--- src/rtl/core/cdnc_pkg.sv ---
`default_nettype none

package cdnc_pkg;

  // Pipeline depth (register stages from input to output register)
  localparam int NumStages = 10;

  // Field widths
  localparam int KeyW      = 27;
  localparam int DayW      = 23;
  localparam int InTdataW  = 56;
  localparam int OutTdataW = 56;

  // Action codes carried on tuser
  localparam logic ActKeyToDay = 1'b0;
  localparam logic ActDayToKey = 1'b1;

  // Reciprocal multipliers (round-up constants, exact over the operand widths used)
  // n / 10000 for n < 2^27: (n >> 4) * M >> 33
  localparam logic [23:0] Div10kMul   = 24'd13743896;
  // n / 100 for n < 2^14: n * M >> 21
  localparam logic [14:0] Div100Mul   = 15'd20972;
  // n / 400 for n < 2^14: (n >> 4) * M >> 15
  localparam logic [10:0] Div25Mul    = 11'd1311;
  // n / 5 for n < 2^14: n * M >> 17
  localparam logic [14:0] Div5Mul     = 15'd26215;
  // n / 146097 for n < 2^24: n * M >> 42
  localparam logic [24:0] DivEraMul   = 25'd30103606;
  // n / 1460 for n < 2^18: (n >> 2) * M >> 25
  localparam logic [16:0] Div1460Mul  = 17'd91930;
  // n / 365 for n < 2^18: n * M >> 27
  localparam logic [18:0] Div365Mul   = 19'd367720;
  // n / 153 for n < 2^11: n * M >> 19
  localparam logic [11:0] Div153Mul   = 12'd3427;

  // Calendar constants
  localparam logic [22:0] DaysPerEra  = 23'd146097;
  // era shift (one era) + days to epoch + one (day-of-year is carried plus one)
  localparam logic [22:0] KeyDayBias  = 23'd865566;
  // day count bias: days to epoch + 25 eras, keeps the era index positive
  localparam logic [23:0] DayEraBias  = 24'd4371893;
  // 25 eras of 400 years, times 10000
  localparam logic [26:0] KeyYearBias = 27'd100000000;

  // Control from the pipeline sequencer to the datapaths
  typedef logic [NumStages-1:0] stage_vec_t;

  typedef struct packed {
    stage_vec_t en;       // per-stage load enable
    logic       act_out;  // action of the item in the output register
  } pipe_ctl_t;

  // year-of-era / 100 for year-of-era below 400
  function automatic logic [1:0] div100_yoe(input logic [8:0] yoe);
    logic [1:0] r;
    if (yoe >= 9'd300) begin
      r = 2'd3;
    end else if (yoe >= 9'd200) begin
      r = 2'd2;
    end else if (yoe >= 9'd100) begin
      r = 2'd1;
    end else begin
      r = 2'd0;
    end
    return r;
  endfunction

  // day-of-era / 36524 for day-of-era below 146097
  function automatic logic [2:0] div36524_doe(input logic [17:0] doe);
    logic [2:0] r;
    if (doe >= 18'd146096) begin
      r = 3'd4;
    end else if (doe >= 18'd109572) begin
      r = 3'd3;
    end else if (doe >= 18'd73048) begin
      r = 3'd2;
    end else if (doe >= 18'd36524) begin
      r = 3'd1;
    end else begin
      r = 3'd0;
    end
    return r;
  endfunction

  // (153 * mp + 2) / 5: first day of month index mp, March based
  function automatic logic [8:0] month_start(input logic [3:0] mp);
    logic [8:0] r;
    case (mp)
      4'd0:    r = 9'd0;
      4'd1:    r = 9'd31;
      4'd2:    r = 9'd61;
      4'd3:    r = 9'd92;
      4'd4:    r = 9'd122;
      4'd5:    r = 9'd153;
      4'd6:    r = 9'd184;
      4'd7:    r = 9'd214;
      4'd8:    r = 9'd245;
      4'd9:    r = 9'd275;
      4'd10:   r = 9'd306;
      4'd11:   r = 9'd337;
      default: r = 9'd0;
    endcase
    return r;
  endfunction

endpackage

`default_nettype wire

--- src/rtl/core/cdnc_pipe_ctrl.sv ---
`default_nettype none

module cdnc_pipe_ctrl (
  input  logic                clk_i,
  input  logic                rst_ni,
  input  logic                in_valid_i,
  input  logic                in_act_i,
  output logic                in_ready_o,
  output logic                out_valid_o,
  input  logic                out_ready_i,
  output cdnc_pkg::pipe_ctl_t ctl_o
);
  import cdnc_pkg::*;

  stage_vec_t           valid_q, valid_d;
  stage_vec_t           act_q;
  stage_vec_t           en;
  stage_vec_t           in_v;
  stage_vec_t           act_in;
  logic [NumStages:0]   rdy;

  // Per-stage ready: a stage takes data when empty or when it drains
  always_comb begin
    rdy[NumStages] = out_ready_i;
    for (int k = NumStages - 1; k >= 0; k--) begin
      rdy[k] = !valid_q[k] || rdy[k+1];
    end
  end

  assign in_v    = {valid_q[NumStages-2:0], in_valid_i};
  assign act_in  = {act_q[NumStages-2:0], in_act_i};
  assign en      = rdy[NumStages-1:0] & in_v;
  assign valid_d = en | (valid_q & ~rdy[NumStages-1:0]);

  // Valid bits
  always_ff @(posedge clk_i or negedge rst_ni) begin
    if (!rst_ni) begin
      valid_q <= '0;
    end else begin
      valid_q <= valid_d;
    end
  end

  // Action tag travels with the item
  always_ff @(posedge clk_i) begin
    for (int k = 0; k < NumStages; k++) begin
      if (en[k]) begin
        act_q[k] <= act_in[k];
      end
    end
  end

  assign in_ready_o    = rdy[0];
  assign out_valid_o   = valid_q[NumStages-1];
  assign ctl_o.en      = en;
  assign ctl_o.act_out = act_q[NumStages-1];

  logic acc_in, acc_out;
  assign acc_in  = in_valid_i & in_ready_o;
  assign acc_out = out_valid_o & out_ready_i;

  // Occupancy grows by one on input-only transfers
  a_fill: assert property (@(posedge clk_i) disable iff (!rst_ni)
    (acc_in && !acc_out) |=> ($countones(valid_q) == $past($countones(valid_q)) + 1))
    else $error("pipeline occupancy did not grow on input transfer");

  // Occupancy shrinks by one on output-only transfers
  a_drain: assert property (@(posedge clk_i) disable iff (!rst_ni)
    (!acc_in && acc_out) |=> ($countones(valid_q) == $past($countones(valid_q)) - 1))
    else $error("pipeline occupancy did not shrink on output transfer");

  // Occupancy holds otherwise
  a_hold: assert property (@(posedge clk_i) disable iff (!rst_ni)
    (acc_in == acc_out) |=> ($countones(valid_q) == $past($countones(valid_q))))
    else $error("pipeline occupancy changed without net transfer");

  // A ready sink propagates back to the input
  a_chain: assert property (@(posedge clk_i) disable iff (!rst_ni)
    out_ready_i |-> in_ready_o)
    else $error("ready chain broken");

endmodule

`default_nettype wire

--- src/rtl/core/cdnc_key2day.sv ---
`default_nettype none

module cdnc_key2day (
  input  logic                          clk_i,
  input  cdnc_pkg::stage_vec_t          en_i,
  input  logic [cdnc_pkg::KeyW-1:0]     key_i,
  output logic [cdnc_pkg::DayW-1:0]     day_o
);
  import cdnc_pkg::*;

  // Stage 1: year = key / 10000
  logic [46:0] y0_prod;
  logic [26:0] s1_key_q;
  logic [13:0] s1_y0_q;

  assign y0_prod = 47'(key_i[26:4]) * 47'(Div10kMul);

  always_ff @(posedge clk_i) begin
    if (en_i[0]) begin
      s1_key_q <= key_i;
      s1_y0_q  <= y0_prod[46:33];
    end
  end

  // Stage 2: month-day part = key - year * 10000
  logic [26:0] rem_full;
  logic [13:0] s2_rem_q;
  logic [13:0] s2_y0_q;

  assign rem_full = s1_key_q - 27'(s1_y0_q) * 27'd10000;

  always_ff @(posedge clk_i) begin
    if (en_i[1]) begin
      s2_rem_q <= rem_full[13:0];
      s2_y0_q  <= s1_y0_q;
    end
  end

  // Stage 3: month = rem / 100
  logic [28:0] m_prod;
  logic [6:0]  s3_m_q;
  logic [13:0] s3_rem_q;
  logic [13:0] s3_y0_q;

  assign m_prod = 29'(s2_rem_q) * 29'(Div100Mul);

  always_ff @(posedge clk_i) begin
    if (en_i[2]) begin
      s3_m_q   <= m_prod[27:21];
      s3_rem_q <= s2_rem_q;
      s3_y0_q  <= s2_y0_q;
    end
  end

  // Stage 4: day, March-based month, year shifted by one era (non-negative)
  logic [13:0] d_full;
  logic        m_le2;
  logic [6:0]  mm;
  logic [13:0] yy;
  logic [6:0]  s4_d_q;
  logic [6:0]  s4_mm_q;
  logic [13:0] s4_yy_q;

  assign d_full = s3_rem_q - 14'(s3_m_q) * 14'd100;
  assign m_le2  = (s3_m_q <= 7'd2);
  assign mm     = m_le2 ? (s3_m_q + 7'd9) : (s3_m_q - 7'd3);
  assign yy     = s3_y0_q + 14'd400 - 14'(m_le2);

  always_ff @(posedge clk_i) begin
    if (en_i[3]) begin
      s4_d_q  <= d_full[6:0];
      s4_mm_q <= mm;
      s4_yy_q <= yy;
    end
  end

  // Stage 5: era + 1 = yy / 400, month term numerator
  logic [20:0] p_prod;
  logic [13:0] v;
  logic [5:0]  s5_p_q;
  logic [13:0] s5_v_q;
  logic [13:0] s5_yy_q;
  logic [6:0]  s5_d_q;

  assign p_prod = 21'(s4_yy_q[13:4]) * 21'(Div25Mul);
  assign v      = 14'(s4_mm_q) * 14'd153 + 14'd2;

  always_ff @(posedge clk_i) begin
    if (en_i[4]) begin
      s5_p_q  <= p_prod[20:15];
      s5_v_q  <= v;
      s5_yy_q <= s4_yy_q;
      s5_d_q  <= s4_d_q;
    end
  end

  // Stage 6: year of era, month start day
  logic [13:0] yoe_full;
  logic [28:0] w_prod;
  logic [8:0]  s6_yoe_q;
  logic [11:0] s6_w_q;
  logic [6:0]  s6_d_q;
  logic [5:0]  s6_p_q;

  assign yoe_full = s5_yy_q - 14'(s5_p_q) * 14'd400;
  assign w_prod   = 29'(s5_v_q) * 29'(Div5Mul);

  always_ff @(posedge clk_i) begin
    if (en_i[5]) begin
      s6_yoe_q <= yoe_full[8:0];
      s6_w_q   <= w_prod[28:17];
      s6_d_q   <= s5_d_q;
      s6_p_q   <= s5_p_q;
    end
  end

  // Stage 7: day of era plus one
  logic [17:0] doe1;
  logic [17:0] s7_doe_q;
  logic [5:0]  s7_p_q;

  assign doe1 = 18'(s6_yoe_q) * 18'd365 + 18'(s6_yoe_q[8:2])
              - 18'(div100_yoe(s6_yoe_q)) + 18'(s6_w_q) + 18'(s6_d_q);

  always_ff @(posedge clk_i) begin
    if (en_i[6]) begin
      s7_doe_q <= doe1;
      s7_p_q   <= s6_p_q;
    end
  end

  // Stage 8: day number, wrapped to 23 bits
  logic [22:0] res;
  logic [22:0] s8_res_q;

  assign res = 23'(s7_p_q) * DaysPerEra + 23'(s7_doe_q) - KeyDayBias;

  always_ff @(posedge clk_i) begin
    if (en_i[7]) begin
      s8_res_q <= res;
    end
  end

  // Stages 9 and 10: align with the other direction
  logic [22:0] s9_res_q;
  logic [22:0] s10_res_q;

  always_ff @(posedge clk_i) begin
    if (en_i[8]) begin
      s9_res_q <= s8_res_q;
    end
    if (en_i[9]) begin
      s10_res_q <= s9_res_q;
    end
  end

  assign day_o = s10_res_q;

endmodule

`default_nettype wire

--- src/rtl/core/cdnc_day2key.sv ---
`default_nettype none

module cdnc_day2key (
  input  logic                             clk_i,
  input  cdnc_pkg::stage_vec_t             en_i,
  input  logic signed [cdnc_pkg::DayW-1:0] dc_i,
  output logic [cdnc_pkg::KeyW-1:0]        key_o
);
  import cdnc_pkg::*;

  // Stage 1: biased day count, always positive
  logic [23:0] zz;
  logic [23:0] s1_zz_q;

  assign zz = 24'(dc_i) + DayEraBias;

  always_ff @(posedge clk_i) begin
    if (en_i[0]) begin
      s1_zz_q <= zz;
    end
  end

  // Stage 2: era index = zz / 146097
  logic [48:0] q_prod;
  logic [5:0]  s2_q_q;
  logic [23:0] s2_zz_q;

  assign q_prod = 49'(s1_zz_q) * 49'(DivEraMul);

  always_ff @(posedge clk_i) begin
    if (en_i[1]) begin
      s2_q_q  <= q_prod[47:42];
      s2_zz_q <= s1_zz_q;
    end
  end

  // Stage 3: day of era
  logic [23:0] doe_full;
  logic [17:0] s3_doe_q;
  logic [5:0]  s3_q_q;

  assign doe_full = s2_zz_q - 24'(s2_q_q) * 24'(DaysPerEra);

  always_ff @(posedge clk_i) begin
    if (en_i[2]) begin
      s3_doe_q <= doe_full[17:0];
      s3_q_q   <= s2_q_q;
    end
  end

  // Stage 4: leap corrections of the day of era
  logic [32:0] c1460_prod;
  logic [6:0]  s4_c1460_q;
  logic [2:0]  s4_c36524_q;
  logic        s4_cend_q;
  logic [17:0] s4_doe_q;
  logic [5:0]  s4_q_q;

  assign c1460_prod = 33'(s3_doe_q[17:2]) * 33'(Div1460Mul);

  always_ff @(posedge clk_i) begin
    if (en_i[3]) begin
      s4_c1460_q  <= c1460_prod[31:25];
      s4_c36524_q <= div36524_doe(s3_doe_q);
      s4_cend_q   <= (s3_doe_q == 18'd146096);
      s4_doe_q    <= s3_doe_q;
      s4_q_q      <= s3_q_q;
    end
  end

  // Stage 5: corrected day of era
  logic [17:0] t;
  logic [17:0] s5_t_q;
  logic [17:0] s5_doe_q;
  logic [5:0]  s5_q_q;

  assign t = s4_doe_q - 18'(s4_c1460_q) + 18'(s4_c36524_q) - 18'(s4_cend_q);

  always_ff @(posedge clk_i) begin
    if (en_i[4]) begin
      s5_t_q   <= t;
      s5_doe_q <= s4_doe_q;
      s5_q_q   <= s4_q_q;
    end
  end

  // Stage 6: year of era = t / 365
  logic [36:0] yoe_prod;
  logic [8:0]  s6_yoe_q;
  logic [17:0] s6_doe_q;
  logic [5:0]  s6_q_q;

  assign yoe_prod = 37'(s5_t_q) * 37'(Div365Mul);

  always_ff @(posedge clk_i) begin
    if (en_i[5]) begin
      s6_yoe_q <= yoe_prod[35:27];
      s6_doe_q <= s5_doe_q;
      s6_q_q   <= s5_q_q;
    end
  end

  // Stage 7: day of year, March based
  logic [17:0] doy_full;
  logic [8:0]  s7_doy_q;
  logic [8:0]  s7_yoe_q;
  logic [5:0]  s7_q_q;

  assign doy_full = s6_doe_q - (18'(s6_yoe_q) * 18'd365 + 18'(s6_yoe_q[8:2])
                  - 18'(div100_yoe(s6_yoe_q)));

  always_ff @(posedge clk_i) begin
    if (en_i[6]) begin
      s7_doy_q <= doy_full[8:0];
      s7_yoe_q <= s6_yoe_q;
      s7_q_q   <= s6_q_q;
    end
  end

  // Stage 8: March-based month = (5 * doy + 2) / 153
  logic [10:0] mp_num;
  logic [22:0] mp_prod;
  logic [3:0]  s8_mp_q;
  logic [8:0]  s8_doy_q;
  logic [8:0]  s8_yoe_q;
  logic [5:0]  s8_q_q;

  assign mp_num  = 11'(s7_doy_q) * 11'd5 + 11'd2;
  assign mp_prod = 23'(mp_num) * 23'(Div153Mul);

  always_ff @(posedge clk_i) begin
    if (en_i[7]) begin
      s8_mp_q  <= mp_prod[22:19];
      s8_doy_q <= s7_doy_q;
      s8_yoe_q <= s7_yoe_q;
      s8_q_q   <= s7_q_q;
    end
  end

  // Stage 9: day, civil month, biased year
  logic [8:0]  d_full;
  logic [3:0]  m;
  logic        m_le2;
  logic [14:0] ybase;
  logic [4:0]  s9_d_q;
  logic [3:0]  s9_m_q;
  logic [14:0] s9_y_q;

  assign d_full = s8_doy_q - month_start(s8_mp_q) + 9'd1;
  assign m      = (s8_mp_q < 4'd10) ? (s8_mp_q + 4'd3) : (s8_mp_q - 4'd9);
  assign m_le2  = (m <= 4'd2);
  assign ybase  = 15'(s8_yoe_q) + 15'(s8_q_q) * 15'd400 + 15'(m_le2);

  always_ff @(posedge clk_i) begin
    if (en_i[8]) begin
      s9_d_q <= d_full[4:0];
      s9_m_q <= m;
      s9_y_q <= ybase;
    end
  end

  // Stage 10: packed decimal key, wrapped to 27 bits
  logic [26:0] key;
  logic [26:0] s10_key_q;

  assign key = 27'(s9_y_q) * 27'd10000 + 27'(s9_m_q) * 27'd100 + 27'(s9_d_q)
             - KeyYearBias;

  always_ff @(posedge clk_i) begin
    if (en_i[9]) begin
      s10_key_q <= key;
    end
  end

  assign key_o = s10_key_q;

endmodule

`default_nettype wire

--- src/rtl/core/civil_date_day_number_convert_core.sv ---
`default_nettype none

// Channel   Dir  Signals                   Contents
// s_axis    in   tvalid/tready/tdata/tuser  tdata: ymd_key, day_count; tuser: action
// m_axis    out  tvalid/tready/tdata        tdata: day_result, key_result
//
// One transfer per cycle is sustained in both directions while m_axis_tready is
// high. The datapath has ten stages (constant-reciprocal multiplies spread
// across the stages). Reset clears only the stage valid bits.
// Each stage has its own ready, so bubbles close up under a stalled output and
// input transfers continue until every stage holds an item.

module civil_date_day_number_convert_core (
  input  logic                           clk_i,
  input  logic                           rst_ni,
  input  logic                           s_axis_tvalid_i,
  output logic                           s_axis_tready_o,
  // [26:0] ymd_key, [49:27] day_count, [55:50] zero
  input  logic [cdnc_pkg::InTdataW-1:0]  s_axis_tdata_i,
  // [0] action
  input  logic                           s_axis_tuser_i,
  output logic                           m_axis_tvalid_o,
  input  logic                           m_axis_tready_i,
  // [22:0] day_result, [49:23] key_result, [55:50] zero
  output logic [cdnc_pkg::OutTdataW-1:0] m_axis_tdata_o
);
  import cdnc_pkg::*;

  pipe_ctl_t         ctl;
  logic [KeyW-1:0]   key_in;
  logic signed [DayW-1:0] dc_in;
  logic [DayW-1:0]   day_res;
  logic [KeyW-1:0]   key_res;
  logic [DayW-1:0]   day_out;
  logic [KeyW-1:0]   key_out;

  assign key_in = s_axis_tdata_i[26:0];
  assign dc_in  = $signed(s_axis_tdata_i[49:27]);

  // Stage sequencing and valid tracking
  cdnc_pipe_ctrl u_ctrl (
    .clk_i       (clk_i),
    .rst_ni      (rst_ni),
    .in_valid_i  (s_axis_tvalid_i),
    .in_act_i    (s_axis_tuser_i),
    .in_ready_o  (s_axis_tready_o),
    .out_valid_o (m_axis_tvalid_o),
    .out_ready_i (m_axis_tready_i),
    .ctl_o       (ctl)
  );

  // Date key to day number
  cdnc_key2day u_key2day (
    .clk_i (clk_i),
    .en_i  (ctl.en),
    .key_i (key_in),
    .day_o (day_res)
  );

  // Day number to date key
  cdnc_day2key u_day2key (
    .clk_i (clk_i),
    .en_i  (ctl.en),
    .dc_i  (dc_in),
    .key_o (key_res)
  );

  // The field of the direction not selected is driven to zero
  assign day_out = (ctl.act_out == ActKeyToDay) ? day_res : '0;
  assign key_out = (ctl.act_out == ActDayToKey) ? key_res : '0;

  assign m_axis_tdata_o = {6'd0, key_out, day_out};

endmodule

`default_nettype wire

--- config.mk ---
export PLATFORM = sky130hd
export DESIGN_NAME = civil_date_day_number_convert_core
export DESIGN_NICKNAME = d
export VERILOG_FILES = /design/src/rtl/core/cdnc_pkg.sv /design/src/rtl/core/cdnc_pipe_ctrl.sv /design/src/rtl/core/cdnc_key2day.sv /design/src/rtl/core/cdnc_day2key.sv /design/src/rtl/core/civil_date_day_number_convert_core.sv
export SDC_FILE = /design/constraint.sdc
export NUM_CORES = 2
export LEC_CHECK = 0
export ABC_AREA = 0
export BUFFER_PORTS_ARGS = -buffer_cell sky130_fd_sc_hd__buf_2
export CAP_MARGIN = 20
export CORE_MARGIN = 4
export CORE_UTILIZATION = 45
export DETAILED_ROUTE_END_ITERATION = 12
export GPL_ROUTABILITY_DRIVEN = 0
export HOLD_SLACK_MARGIN = 0.03
export PLACE_DENSITY = 0.64
export SLEW_MARGIN = 20
export SYNTH_ARGS = -nofsm -noshare
export SYNTH_HDL_FRONTEND = slang
export SYNTH_HIERARCHICAL = 1
export SYNTH_SLANG_ARGS = --single-unit
--- constraint.sdc ---
create_clock -name clk_i -period 7.2 [get_ports clk_i]
set_input_delay 0.72 -clock clk_i [delete_from_list [all_inputs] [get_ports clk_i]]
set_output_delay 0.72 -clock clk_i [all_outputs]
set_load 0.03 [all_outputs]
# == Word level (Yosys, flattened, before mapping) ==
# Memories as Yosys holds them, arrays and structs flattened. A register that Yosys moved wholly into a read port is not among the register bits.
# Cells that the tools add are included.
# totals
inputBits,61
output_inout_bits,58
mem_count,1
wordCells,166
romBits,144
ff_bits,558
# memory_table
name,words,width,rd,rd_ports_with_merged_regs,write_ports,line_no,source
(name not given),16,9,1,1,0,cdnc_pkg.sv:88,case (mp)
# op_classes
mux,14
multipliers,20
order_cmp,13
reduce_logical,20
eq_ne,1
n_bitwise,4
add_sub_neg,32
# ops
cell,count
"multiplier 24 x 24 -> 47 bit, second input constant",1
"multiplier 23 x 21 -> 44 bit, second input constant",1
adder 18 x 7 -> 18 bit,2
"greater-or-equal comparator 18 x 17 -> 1 bit, second input constant",2
"multiplier 18 x 16 -> 33 bit, second input constant",1
"multiplier 16 x 16 -> 31 bit, second input constant",1
"multiplier 14 x 15 -> 29 bit, second input constant",1
adder 27 x 11 -> 27 bit,1
adder 27 x 5 -> 27 bit,1
2-to-1 mux 27 bit,1
"subtractor 27 bit, second input constant",1
"multiplier 14 x 13 -> 26 bit, second input constant",1
"adder 24 x 23 -> 24 bit, second input constant",1
adder 23 x 18 -> 23 bit,1
"multiplier 11 x 12 -> 23 bit, second input constant",1
"multiplier 15 x 10 -> 23 bit, second input constant",1
"multiplier 6 x 18 -> 23 bit, second input constant",1
2-to-1 mux 23 bit,1
"subtractor 23 x 20 -> 23 bit, second input constant",1
"multiplier 10 x 11 -> 21 bit, second input constant",1
bitwise AND 10 bit,2
adder 18 x 12 -> 18 bit,1
adder 18 x 3 -> 18 bit,1
"== test 18 bit, second input constant",1
48 further kinds,77

# == Longest topological paths before layout ==
# logic_depth
depth_word,14
ltp_mapped,36
mapped_depth_nobuf,36

# == By module ==
# The synthesis kept the hierarchy.
# modules_own_cells
module,cells_per_inst,seq_area_each_um2,area_per_inst_um2,n_inst
cdnc_day2key,3422,7997.7,38675.8,1
cdnc_key2day,2727,8257.9,32276.0,1
cdnc_pipe_ctrl,59,550.5,853.3,1
civil_date_day_number_convert_core,62,0.0,386.6,1

# == Worst setup path after synthesis ==
# No wires, ideal clock.
# synth_path
path_kind,reg2reg
start,register u_day2key.s7_doy_q[1]
end,register (tool-made name)
setup_ns,0.093
path_stages_with_launch,31
setup_slack_ns,-0.250
required_time_ns,7.107
arrival_time_ns,7.358
synth_period_minus_slack_ns,7.450
path_cell_list,edfxtp_1 ha_1 ha_1 a31oi_1 nor2b_1 o21a_1 o21a_1 o21ai_0 nand2b_1 a21oi_1 o21bai_1 xor2_1 ha_1 inv_1 fa_1 fa_1 fa_1 fa_1 inv_1 ha_1 a21o_1 a21o_1 a21oi_1 a2bb2oi_1 a21oi_1 o41ai_1 nand2b_1 xor2_1 mux2i_1 ha_1 o32ai_1
# synth_rtl
element,line_no,source
from (decl),cdnc_day2key.sv:105,logic [8:0] s7_doy_q;
from (signal assigned),cdnc_day2key.sv:114,s7_doy_q <= doy_full[8:0];

==> results.sh <==
export IMPL_yosysUniqueCellTypes=104
export IMPL_async_reset_ff_share_pct=1.78
export IMPL_outcome="finished, final reports clean"
export IMPL_hp_start="s_axis_tdata_i[1]"
export IMPL_die_h_microns=409
export IMPL_htree_levels=3
export IMPL_grt_overflow_total=0
export IMPL_firstDrtPassIters=5
export IMPL_synth_top_family_by_area="adder cells"
export IMPL_yosys_area_share_simple_pct=4.19
export IMPL_drc=0
export IMPL_setup_viol=0
export IMPL_cts_buffers=71
export IMPL_cpMaxStageDelayCell="fa_1"
export IMPL_grt_util_all_layers_pct=17.2
export IMPL_cpLargestDelayFamily="adder cells"
export IMPL_reg2reg_slack_ns=0.005
export IMPL_start_util_pct=45.4
export IMPL_final_antenna_net_count=0
export IMPL_wl_microns=137000
export IMPL_place_hpwl_microns=118000
export IMPL_antenna_found_initial=3
export IMPL_cap_viol_max_count=0
export IMPL_worstHoldPathType="in2reg"
export IMPL_cts_sinks=563
export IMPL_max_freq_ghz=0.139
export IMPL_synth_compound_area_share_pct=5.75
export IMPL_synthAdderAreaFrac_pct=54.1
export IMPL_num_nets_final=9122
export IMPL_synth_seq_cells=563
export IMPL_tightest_slew_ns=0.882
export IMPL_clkTransAtPathRegs_ns=0.06
export IMPL_syn_to_final_growth_pct=8.67
export IMPL_cts_tree="built"
export IMPL_vias=42500
export IMPL_clock_path_buffers=3
export IMPL_finalMaxSlewViolations=0
export IMPL_dieArea_sq_um=167000
export IMPL_path_class="reg2reg"
export IMPL_fin_crit_ns=7.19
export IMPL_die_x_microns=409
export IMPL_io_buffers=106
export IMPL_rsz0062_at_grt="yes"
export IMPL_drive_gt1_share_pct=6.23
export IMPL_cp_num_buf_inv=2
export IMPL_synth_ff_type="edfxtp_1"
export IMPL_min_period_over_period_pct=99.9
export IMPL_cts_root_buffer="clkbuf_16"
export IMPL_drtIter0Drc=1637
export IMPL_yosysWarnings=6
export IMPL_ios=119
export IMPL_num_rows=146
export IMPL_ys_seq_area_share_pct=23.3
export IMPL_setup_slack_ns=0.00533
export IMPL_first_global_vias=46200
export IMPL_netlist_area_sq_um=72200
export IMPL_synthesis_instances=6270
export IMPL_insertion_delay_ns=0.66
export IMPL_syn_avg_cell_area_sq_um=11.5
export IMPL_relSlewSlack_pct=41.2
export IMPL_via_per_inst=4.91
export IMPL_dp_slack_ns=-0.378
export IMPL_cp_required_ns=7.72
export IMPL_synth_xor_area_share_pct=3.90
export IMPL_final_hold_violation_count=0
export IMPL_grt_pass1_wl_microns=234000
export IMPL_setup_worst_path_end_class="flop"
export IMPL_r2r_start="u_day2key/s7_doy_q[1]$_DFFE_PP_"
export IMPL_fin_skew_ns=0.0475
export IMPL_cp_arrival_ns=7.72
export IMPL_grt_max_degree=71
export IMPL_startpoint="u_day2key/s7_doy_q[1]$_DFFE_PP_"
export IMPL_path_max_fanout=4
export IMPL_core_region_area_sq_um=159000
export IMPL_synth_edf_count=548
export IMPL_synthMuxAreaShare_pct=0.0867
export IMPL_wl_per_cell_microns=15.8
export IMPL_slowest_delay_ns=0.56
export IMPL_worst_setup_path_start_kind="flop"
cell usage in the layout (no fill, tap or decap), drive strengths merged, types with 7 or more instances in the layout:
master     n
nand3b     7
inv     1652
and2      40
nor3      59
ha      1563
o31a       8
nor4       9
o41ai      8
nand2     94
and4       7
a31oi     18
nand4     22
o21a      29
nor2b     68
clkinv    24
o211a      8
o31ai     13
xnor2    229
fa       973
and3      19
clkbuf    85
o211ai    18
a21o      88
xor2      91
dfrtp     10
a41oi      7
nand3     42
nand2b    28
o21bai    30
o21ai     90
a21oi    173
or2       26
nor2     141
buf      194
a41o       7
a211oi    20
edfxtp   548
or3       13
a21boi    16
per-layer routing:
metal	track usage [%]	part of all wire (%)
met5	0	0.0095
met4	3.62	2.2
met3	2.84	4.1
met2	29.0	48
met1	23.3	46
flip-flops by register name (all words and copies together) (netlist names), 18 cells and up, named ones only:
name and cells:
u_day2key/s1_zz_q 24, u_key2day/s8_res_q 23, u_day2key/s5_t_q 18, u_key2day/s7_doe_q 18, u_day2key/key_o 27, u_key2day/s9_res_q 23
u_day2key/s2_zz_q 18, u_day2key/s4_doe_q 18, u_day2key/s3_doe_q 18, u_key2day/day_o 23
worst paths after layout:
kind	endpoint	cells after the start
max	flop	31
min reg2reg	u_key2day/s6_yoe_q[2]$_DFFE_PP_	0
max reg2reg	flop	31
max in group asynchronous	asynchronous set/reset pin	2
min in group asynchronous	asynchronous set/reset pin	2
min	u_key2day/s1_key_q[1]$_DFFE_PP_	1
layout make-up:
cell class	count	area, sq um
clock inverter	42	433
inverter	1646	6180
clock buffer	85	1870
timing repair buffer	195	1200
multi-input combinational	4048	49400
sequential	563	16800
tap	2072	2590
antenna	1	2.50
fill	14200	80500
synthesized netlist by cell type (6+ instances only):
| library cell | instances | area share [%] |
|---|---|---|
| and4_1 | 7 | 0.085 |
| nand2_1 | 93 | 0.48 |
| nor2_1 | 140 | 0.73 |
| buf_4 | 8 | 0.083 |
| a21boi_0 | 10 | 0.10 |
| o21ai_1 | 11 | 0.076 |
| o31ai_1 | 13 | 0.14 |
| o21a_1 | 29 | 0.30 |
| o21bai_1 | 30 | 0.31 |
| a221o_1 | 6 | 0.083 |
| nand3_1 | 41 | 0.28 |
| o211ai_1 | 15 | 0.16 |
| a41o_1 | 6 | 0.083 |
| o211a_1 | 8 | 0.11 |
| a31oi_1 | 15 | 0.13 |
| or3_1 | 11 | 0.095 |
| xor2_1 | 90 | 1.1 |
| nand3b_1 | 6 | 0.062 |
| nand4_1 | 22 | 0.19 |
| and2_1 | 40 | 0.35 |
| ha_1 | 1563 | 27 |
| inv_1 | 1646 | 8.6 |
| nor2b_1 | 67 | 0.58 |
| nor3_1 | 59 | 0.41 |
| o31a_1 | 7 | 0.085 |
| edfxtp_1 | 548 | 23 |
| nor4_1 | 9 | 0.078 |
| a21o_1 | 87 | 0.90 |
| o21ai_0 | 79 | 0.55 |
| a211oi_1 | 20 | 0.21 |
| and3_1 | 19 | 0.16 |
| nand2b_1 | 28 | 0.24 |
| dfrtp_1 | 10 | 0.35 |
| a311oi_1 | 6 | 0.073 |
| or2_2 | 24 | 0.21 |
| a21oi_1 | 170 | 1.2 |
| fa_1 | 973 | 27 |
| xnor2_1 | 228 | 2.8 |
metrics by stage:
| step | TNS (ns) | hold slack, ns | util, % | std cells | cell area, sq um |
|---|---|---|---|---|---|
| 6_report | 0 | 0.284 | 49.4 | 8652 | 78400 |
| 5_1_grt | -1.47 | 0.239 | 49.4 | 8651 | 78400 |
| 4_1_cts | 0 | 0.229 | 49.3 | 8648 | 78300 |
| 3_5_place_dp | -1.60 | 0.405 | 47.8 | 8514 | 75900 |
| 3_3_place_gp | -0.960 | 0.401 | 47.8 | 8514 | 75900 |
| 2_1_floorplan | 0 | 0.400 | - | 6275 | 72300 |
cell families after synthesis:
kind of cell               count (synthesis)
and+or+nand+nor                          583
muxes                                      6
buffers and inverters                   1664
xor gates and xnor gates                 320
other                                      1
DFF                                      563
AOI/OAI and AO/OA                        597
adders and majority gates               2536
what timing repair did:
item / CTS / global route
endpoints found under the setup margin: 5 / 6
endpoints found under the hold margin: 10 / 0
pin swaps: 12 / 9
hold buffers: 1 / 0
gates resized for setup: 11 / 19
setup buffers: 6 / 5
Power is left out: the tool's default activity adds up to more than one toggle a clock period on the data nets, which glitch-free logic cannot reach.
